$ cat src/rtl/core/lrt_pkg.sv
// ----------------------------------------------------------------------------
// lrt_pkg
// Shared types and sizes for the recency tracker: table size, key width,
// command codes and the command and response payloads.
// ----------------------------------------------------------------------------
package lrt_pkg;

  localparam int ENTRIES  = 16;
  localparam int KEY_BITS = 32;

  // Width of the key field on the ports, fixed by the command format.
  localparam int PORT_KEY_BITS = 32;

  // Keys are masked to KEY_BITS and arrive on a fixed port, so a slot never
  // needs more bits than the narrower of the two.
  localparam int SLOT_KEY_BITS = (KEY_BITS < PORT_KEY_BITS) ? KEY_BITS : PORT_KEY_BITS;
  localparam int RANK_BITS     = (ENTRIES > 1) ? $clog2(ENTRIES) : 1;
  localparam int CNT_BITS      = $clog2(ENTRIES + 1);
  localparam int OCC_BITS      = 5;

  typedef enum logic [1:0] {
    ACT_TOUCH  = 2'd0,
    ACT_EVICT  = 2'd1,
    ACT_REMOVE = 2'd2
  } action_t;

  typedef struct packed {
    action_t                  action;
    logic [PORT_KEY_BITS-1:0] key;
  } cmd_t;

  typedef struct packed {
    logic                     was_present;
    logic                     evicted_valid;
    logic [PORT_KEY_BITS-1:0] evicted_key;
    logic                     rejected;
    logic [OCC_BITS-1:0]      occupancy;
  } rsp_t;

endpackage

$ cat src/rtl/core/lru_recency_tracker.sv
// ----------------------------------------------------------------------------
// lru_recency_tracker
// Recency-ordered key set held in a table of slots with a valid bit and a
// rank each; rank 0 is the most recent entry.
// ----------------------------------------------------------------------------
//
//   channel | direction | payload | handshake
//   --------+-----------+---------+---------------------------
//   cmd     | in        | cmd_t   | cmd_valid / cmd_stall
//   rsp     | out       | rsp_t   | rsp_valid / rsp_stall
//
// One command is taken in every cycle while the command channel is not
// stalled. A command is held in the command register, is resolved there
// against all slots at once by the parallel tag compare and rank update,
// and its response is then registered in the response register.
// Reset clears the valid bits, ranks, count and both valid flags at once.
// A stalled response holds the response register, and the command register
// then stalls the command channel until the response has been transferred.
// ----------------------------------------------------------------------------
module lru_recency_tracker (
  input  logic          clk,
  input  logic          rst,
  input  logic          cmd_valid,
  output logic          cmd_stall,
  input  lrt_pkg::cmd_t cmd,
  output logic          rsp_valid,
  input  logic          rsp_stall,
  output lrt_pkg::rsp_t rsp
);
  import lrt_pkg::*;

  logic                     cmd_q_valid;
  cmd_t                     cmd_q;
  logic                     advance;

  logic [SLOT_KEY_BITS-1:0] slot_key   [ENTRIES];
  logic [ENTRIES-1:0]       slot_valid;
  logic [RANK_BITS-1:0]     slot_rank  [ENTRIES];
  logic [CNT_BITS-1:0]      held_count;

  logic [SLOT_KEY_BITS-1:0] slot_key_next   [ENTRIES];
  logic [ENTRIES-1:0]       slot_valid_next;
  logic [RANK_BITS-1:0]     slot_rank_next  [ENTRIES];
  logic [CNT_BITS-1:0]      held_count_next;
  rsp_t                     rsp_next;

  logic [SLOT_KEY_BITS-1:0] k;
  logic [ENTRIES-1:0]       hit;
  logic [ENTRIES-1:0]       lru;
  logic [ENTRIES-1:0]       free_oh;
  logic [ENTRIES-1:0]       sel;
  logic [RANK_BITS-1:0]     last_rank;
  logic [RANK_BITS-1:0]     sel_rank;
  logic [SLOT_KEY_BITS-1:0] sel_key;
  logic                     hit_any;
  logic                     empty;

  assign advance   = cmd_q_valid && !(rsp_valid && rsp_stall);
  assign cmd_stall = cmd_q_valid && rsp_valid && rsp_stall;

  always_ff @(posedge clk) begin
    if (rst) begin
      cmd_q_valid <= 1'b0;
    end else if (cmd_valid && !cmd_stall) begin
      cmd_q_valid <= 1'b1;
    end else if (advance) begin
      cmd_q_valid <= 1'b0;
    end
  end

  always_ff @(posedge clk) begin
    if (cmd_valid && !cmd_stall) begin
      cmd_q <= cmd;
    end
  end

  always_comb begin
    k         = cmd_q.key[SLOT_KEY_BITS-1:0];
    last_rank = RANK_BITS'(held_count - 1'b1);
    empty     = (held_count == '0);
    for (int i = 0; i < ENTRIES; i++) begin
      hit[i] = slot_valid[i] && (slot_key[i] == k);
      lru[i] = slot_valid[i] && (slot_rank[i] == last_rank);
    end
    hit_any = |hit;
    // Lowest clear bit of the valid vector: the free slot with lowest index.
    free_oh = ~slot_valid & (slot_valid + 1'b1);

    sel = '0;
    unique case (cmd_q.action)
      ACT_TOUCH:  sel = hit;
      ACT_EVICT:  sel = lru;
      ACT_REMOVE: sel = hit;
      default:    sel = '0;
    endcase

    sel_rank = '0;
    sel_key  = '0;
    for (int i = 0; i < ENTRIES; i++) begin
      if (sel[i]) begin
        sel_rank = sel_rank | slot_rank[i];
        sel_key  = sel_key | slot_key[i];
      end
    end

    slot_key_next   = slot_key;
    slot_valid_next = slot_valid;
    slot_rank_next  = slot_rank;
    held_count_next = held_count;
    rsp_next        = '0;

    unique case (cmd_q.action)
      ACT_TOUCH: begin
        if (hit_any) begin
          // Moving a held key to the front ages only the entries ahead of it.
          rsp_next.was_present = 1'b1;
          for (int i = 0; i < ENTRIES; i++) begin
            if (hit[i]) begin
              slot_rank_next[i] = '0;
            end else if (slot_valid[i] && (slot_rank[i] < sel_rank)) begin
              slot_rank_next[i] = slot_rank[i] + 1'b1;
            end
          end
        end else if (free_oh == '0) begin
          rsp_next.rejected = 1'b1;
        end else begin
          for (int i = 0; i < ENTRIES; i++) begin
            if (free_oh[i]) begin
              slot_key_next[i]   = k;
              slot_valid_next[i] = 1'b1;
              slot_rank_next[i]  = '0;
            end else if (slot_valid[i]) begin
              slot_rank_next[i] = slot_rank[i] + 1'b1;
            end
          end
          held_count_next = held_count + 1'b1;
        end
      end
      ACT_EVICT, ACT_REMOVE: begin
        if ((cmd_q.action == ACT_EVICT) ? !empty : hit_any) begin
          if (cmd_q.action == ACT_EVICT) begin
            rsp_next.evicted_valid = 1'b1;
            rsp_next.evicted_key   = PORT_KEY_BITS'(sel_key);
          end else begin
            rsp_next.was_present = 1'b1;
          end
          for (int i = 0; i < ENTRIES; i++) begin
            if (sel[i]) begin
              slot_valid_next[i] = 1'b0;
              slot_rank_next[i]  = '0;
            end else if (slot_valid[i] && (slot_rank[i] > sel_rank)) begin
              slot_rank_next[i] = slot_rank[i] - 1'b1;
            end
          end
          held_count_next = held_count - 1'b1;
        end
      end
      default: begin
      end
    endcase

    rsp_next.occupancy = OCC_BITS'(held_count_next);
  end

  always_ff @(posedge clk) begin
    if (rst) begin
      slot_valid <= '0;
      held_count <= '0;
      for (int i = 0; i < ENTRIES; i++) begin
        slot_rank[i] <= '0;
      end
    end else if (advance) begin
      slot_valid <= slot_valid_next;
      held_count <= held_count_next;
      slot_rank  <= slot_rank_next;
    end
  end

  always_ff @(posedge clk) begin
    if (advance) begin
      slot_key <= slot_key_next;
    end
  end

  always_ff @(posedge clk) begin
    if (rst) begin
      rsp_valid <= 1'b0;
    end else if (advance) begin
      rsp_valid <= 1'b1;
    end else if (!rsp_stall) begin
      rsp_valid <= 1'b0;
    end
  end

  always_ff @(posedge clk) begin
    if (advance) begin
      rsp <= rsp_next;
    end
  end

endmodule

$ cat config.mk
export PLATFORM = sky130hd
export DESIGN_NAME = lru_recency_tracker
export DESIGN_NICKNAME = d
export VERILOG_FILES = /design/src/rtl/core/lrt_pkg.sv /design/src/rtl/core/lru_recency_tracker.sv
export SDC_FILE = /design/constraint.sdc
export NUM_CORES = 2
export LEC_CHECK = 0
export BUFFER_PORTS_ARGS = -buffer_cell sky130_fd_sc_hd__clkbuf_2
export CORE_MARGIN = 3
export CORE_UTILIZATION = 30
export CTS_BUF_LIST = sky130_fd_sc_hd__clkbuf_4 sky130_fd_sc_hd__clkbuf_8 sky130_fd_sc_hd__clkbuf_16
export CTS_CLUSTER_SIZE = 20
export DETAILED_ROUTE_END_ITERATION = 12
export MAX_ROUTING_LAYER = met4
export PLACE_DENSITY_LB_ADDON = 0.1
export SKIP_LAST_GASP = 1
export SLEW_MARGIN = 10
export SYNTH_ARGS = -nofsm -noshare
export SYNTH_HDL_FRONTEND = slang
export SYNTH_SLANG_ARGS = --single-unit
$ cat constraint.sdc
create_clock -name clk -period 6.5 [get_ports clk]
set_clock_uncertainty 0.2 [all_clocks]
set_input_delay 1.3 -clock clk [delete_from_list [all_inputs] [get_ports clk]]
set_output_delay 1.3 -clock clk [all_outputs]
set_load 0.03 [all_outputs]
==> out/qor.csv <==
metric,value,unit
worst hold path class,reg -> reg,
Critical Setup Path Class,reg -> reg,
Final GP Congestion,1.022,
most frequent cells after synthesis,"sky130_fd_sc_hd__edfxtp_1 (586), sky130_fd_sc_hd__xnor2_1 (318), sky130_fd_sc_hd__xor2_1 (256)",
vias per inst,6.041,
starting utilization of the core area,30.39,%
Slew Limit Headroom,13.47,%
global-route wire length before repair,270.3,mm
number of enable flip-flop cells after synthesis,586,
standard cell core area,124400,sq um
Gate Count Post-Synth,3249,
end-of-flow core utilization,35.53,%
sequential share of power,43.1,%
length of the first detailed-routing pass in iterations,6,
synthesized flop and latch total,673,
relative area change from synthesis to final layout,16.90,%
dominant combinational cell family by area after synthesis,compound AO/OA/AOI/OAI gates,
top cells by area in the synthesized netlist,"sky130_fd_sc_hd__edfxtp_1 (47%), sky130_fd_sc_hd__xnor2_1 (7.4%), sky130_fd_sc_hd__xor2_1 (5.9%), sky130_fd_sc_hd__dfxtp_1 (4.6%), sky130_fd_sc_hd__ha_1 (3.4%)",
number of H-tree branching levels,3,
register cell area after layout,19340,sq um
fraction of power consumed by the clock network,46.9,%
total length of routed met3 wires,14.19,mm
most common cell in the netlist,sky130_fd_sc_hd__edfxtp_1,
clk root buf,sky130_fd_sc_hd__clkbuf_16,
power density normalized to cell area,252.9,nW/um^2
Post-DP HPWL,150.7,mm
Die Area,130400,sq um
Syn Std Cell Area,37820,sq um
syn nets,3390,
mux cell area share after synthesis,0.7974,%
GRT Util Overall,31.24,%
total CTS buffers,87,
count of buffers from port buffering,79,
total I/O pin count,80,
proportion of total power due to net switching,27.02,%
number of failing hold endpoints at the final stage,0,
Avg WL per Cell,39.77,microns
final-report max-slew violation count,0,
initial antenna violation count,5,
later-pin clock latency in the skew report,0.73,ns
critical-path cell list,"buf_12, xnor2_1, nand4_1, nor4_1, nand4_1, a21oi_4, a22o_1, a221oi_1, and4_1, buf_4, ha_1, a21oi_1, o21ai_0, a21o_1, nand3_1, nor2_1, nor4_2, a21oi_1, a211oi_1",
Std-Cell Rows,129,
metal1 wirelength,88.62,mm
share of power burned in combinational logic,10.0,%
wire length on met2,89.94,mm
max-cap violation count,0,
highest metal used,met4,
# clock sinks,673,
data arrival at the endpoint of the critical path,6.47,ns
clock-pin slew on the worst setup and hold paths,0.06,ns
"Avg Cell Area, Syn",11.64,sq um
measured slew at the worst slew-check pin,1.289,ns
Synth Area in XOR/XNOR,13.37,%
Peak supply drop,0.2136,mV
area of the multi-input gates,17330,sq um
share of the clock period used by the worst path after layout,93.16,%
TritonCTS clock tree,done,
sw power,3.020,mW
share of flip-flops with an asynchronous set or reset after synthesis,0,%
delay of the slowest cell on the worst path,0.69,ns
cell type with the largest total area after synthesis,sky130_fd_sc_hd__edfxtp_1,
number of buffer and inverter stages on the critical path,2,
Detailed Route Iter0 Violations,4088,
summed negative setup slack over all endpoints,0,ns
post-CTS setup repair buffer count,0,
count of cell types in the netlist,97,
static leakage,14.08,nW
Worst Path Max Fanout,21,
"share of synthesized cell area in full adder, half adder and majority cells",3.408,%
number of global-route vias before repair,29420,
simple logic cell fraction of the synthesized area,13.32,%
sort of element at the start of the critical path,register,
total global routing overflow,0,
antenna-violating nets left,0,
shortest period the worst path allows,6.056,ns
post-synthesis sequential area ratio,51.14,%
result of the run,completed,
largest net degree at the start of global routing,56,
crit path capture type,register,
die boundary height,361.0,microns
routed via count,30780,
unrepaired setup endpoints after global routing,false,
number of warnings printed during yosys synthesis,0,
fraction of layout instances using a drive strength above 1,14.80,%
compound-cell area share of the yosys netlist,14.04,%
DRC viols,0,
Max Root-Sink Buffers,3,
final-layout fill cell count,12190,
Max Clk Rate,165.1,MHz
primary flip-flop cell chosen by synthesis mapping,sky130_fd_sc_hd__edfxtp_1,
Post-layout nets,3523,
Horiz. Die Dim,361.0,microns
CP max-delay cell,sky130_fd_sc_hd__nor4_1,
routed wire length,202.7,mm
Synth top area share,46.53,%
Crit path max-delay family,simple AND/OR/NAND/NOR gates,
internal cell power,8.159,mW
setup violators final,0,
"Data required, critical path",6.91,ns
-- power groups by stage --
stage | Combinational [mW] | Sequential [mW] | Clock, mW
CTS | 1.09 | 4.82 | 5.35
floorplan | 0.598 | 4.90 | 0
finish | 1.11 | 4.82 | 5.25
global placement | 1.09 | 4.91 | 0
detailed placement | 1.09 | 4.91 | 0
global route | 1.16 | 4.82 | 5.52
-- per-stage QoR --
stage | power, mW | worst slack, ns | std cells | hold slack [ns] | cell area [sq um]
after floorplan | 5.496 | 0.09445 | 3249 | 0.2507 | 37820
after global placement | 5.990 | 0.4783 | 4930 | 0.2686 | 41110
after detailed placement | 5.993 | 0.4797 | 4930 | 0.2856 | 41110
after CTS | 11.25 | 0.4326 | 5090 | 0.3121 | 44180
after global routing | 11.50 | 0.1099 | 5094 | 0.3367 | 44200
final | 11.18 | 0.4445 | 5096 | 0.3080 | 44210
-- placed cells by master, fill, tap and decap left out, types with 16 or more instances in the layout --
cell and count:
sky130_fd_sc_hd__nor2b_1 25, sky130_fd_sc_hd__a22o_1 107, sky130_fd_sc_hd__a22oi_1 82, sky130_fd_sc_hd__clkbuf_2 78, sky130_fd_sc_hd__xor2_1 255, sky130_fd_sc_hd__xnor2_1 318, sky130_fd_sc_hd__inv_1 75, sky130_fd_sc_hd__nor3_1 49
sky130_fd_sc_hd__nand4_1 164, sky130_fd_sc_hd__or4_1 29, sky130_fd_sc_hd__a211oi_1 41, sky130_fd_sc_hd__buf_4 163, sky130_fd_sc_hd__nor4_1 111, sky130_fd_sc_hd__a221oi_1 104, sky130_fd_sc_hd__nand3_1 89, sky130_fd_sc_hd__a31oi_1 64
sky130_fd_sc_hd__nor2_1 87, sky130_fd_sc_hd__and3_1 43, sky130_fd_sc_hd__o21ai_0 69, sky130_fd_sc_hd__ha_1 101, sky130_fd_sc_hd__edfxtp_1 586, sky130_fd_sc_hd__a21oi_1 74, sky130_fd_sc_hd__nand2b_1 51, sky130_fd_sc_hd__clkinv_1 16
sky130_fd_sc_hd__o211ai_1 17, sky130_fd_sc_hd__dfxtp_1 87, sky130_fd_sc_hd__nand2_1 100, sky130_fd_sc_hd__buf_12 25, sky130_fd_sc_hd__clkbuf_16 87
-- tightest hold or removal path, delay by kind of cell (launching register included) --
| kind | cells | cell delay [ns] |
|---|---|---|
| compound gates | 1 | 0.05 |
| flops | 1 | 0.34 |
| simple gates | 1 | 0.08 |
-- what timing repair did --
item,CTS,global route
hold buffers,0,0
endpoints found under the hold margin,0,0
setup endpoints to repair,0,2
gates resized for setup,0,2
-- flip-flops by register name, indices dropped and copies added (netlist names) --
| register | cells |
|---|---|
| held_count | 5 |
| k | 32 |
| cmd_q_valid | 1 |
| rsp | 40 |
| slot_rank | 64 |
| slot_valid | 16 |
| slot_key | 512 |
| rsp_valid | 1 |
| cmd_q | 2 |
-- cell type report --
class	count	area share [%]
multi-input cells	2278	39.20
flip-flops and latches	673	43.74
inverters	76	0.6481
clock inverters	56	1.627
well taps	1637	4.633
diodes	6	0.03396
repair buffers	266	4.783
clock buffers	104	5.326
-- final timing paths --
path,start,end,slack [ns],depth (start not counted)
hold / removal,cmd_q_valid,rsp_valid,0.31,2
hold reg to reg,cmd_q_valid,rsp_valid,0.31,2
setup reg to reg,k[1],slot_rank[22],0.44,19
setup / recovery,k[1],slot_rank[22],0.44,19
-- cell families (layout without fill, tap and decap cells) --
kind of cell | Yosys count | count (layout)
other cells | 0 | 6
compound gates | 702 | 702
xor+xnor | 575 | 575
buf+inv | 298 | 502
flops | 673 | 673
simple gates | 870 | 870
mux | 28 | 28
fa+ha+maj | 103 | 103
-- layer usage --
layer | GRT usage (%) | up-vias
met3 | 4.922 | 273
met5 | - | -
li1 | - | 12920
met1 | 42.03 | 16030
met4 | 12.94 | 0
met2 | 46.91 | 1562
No activity file was read; power rests on OpenSTA's default activity.
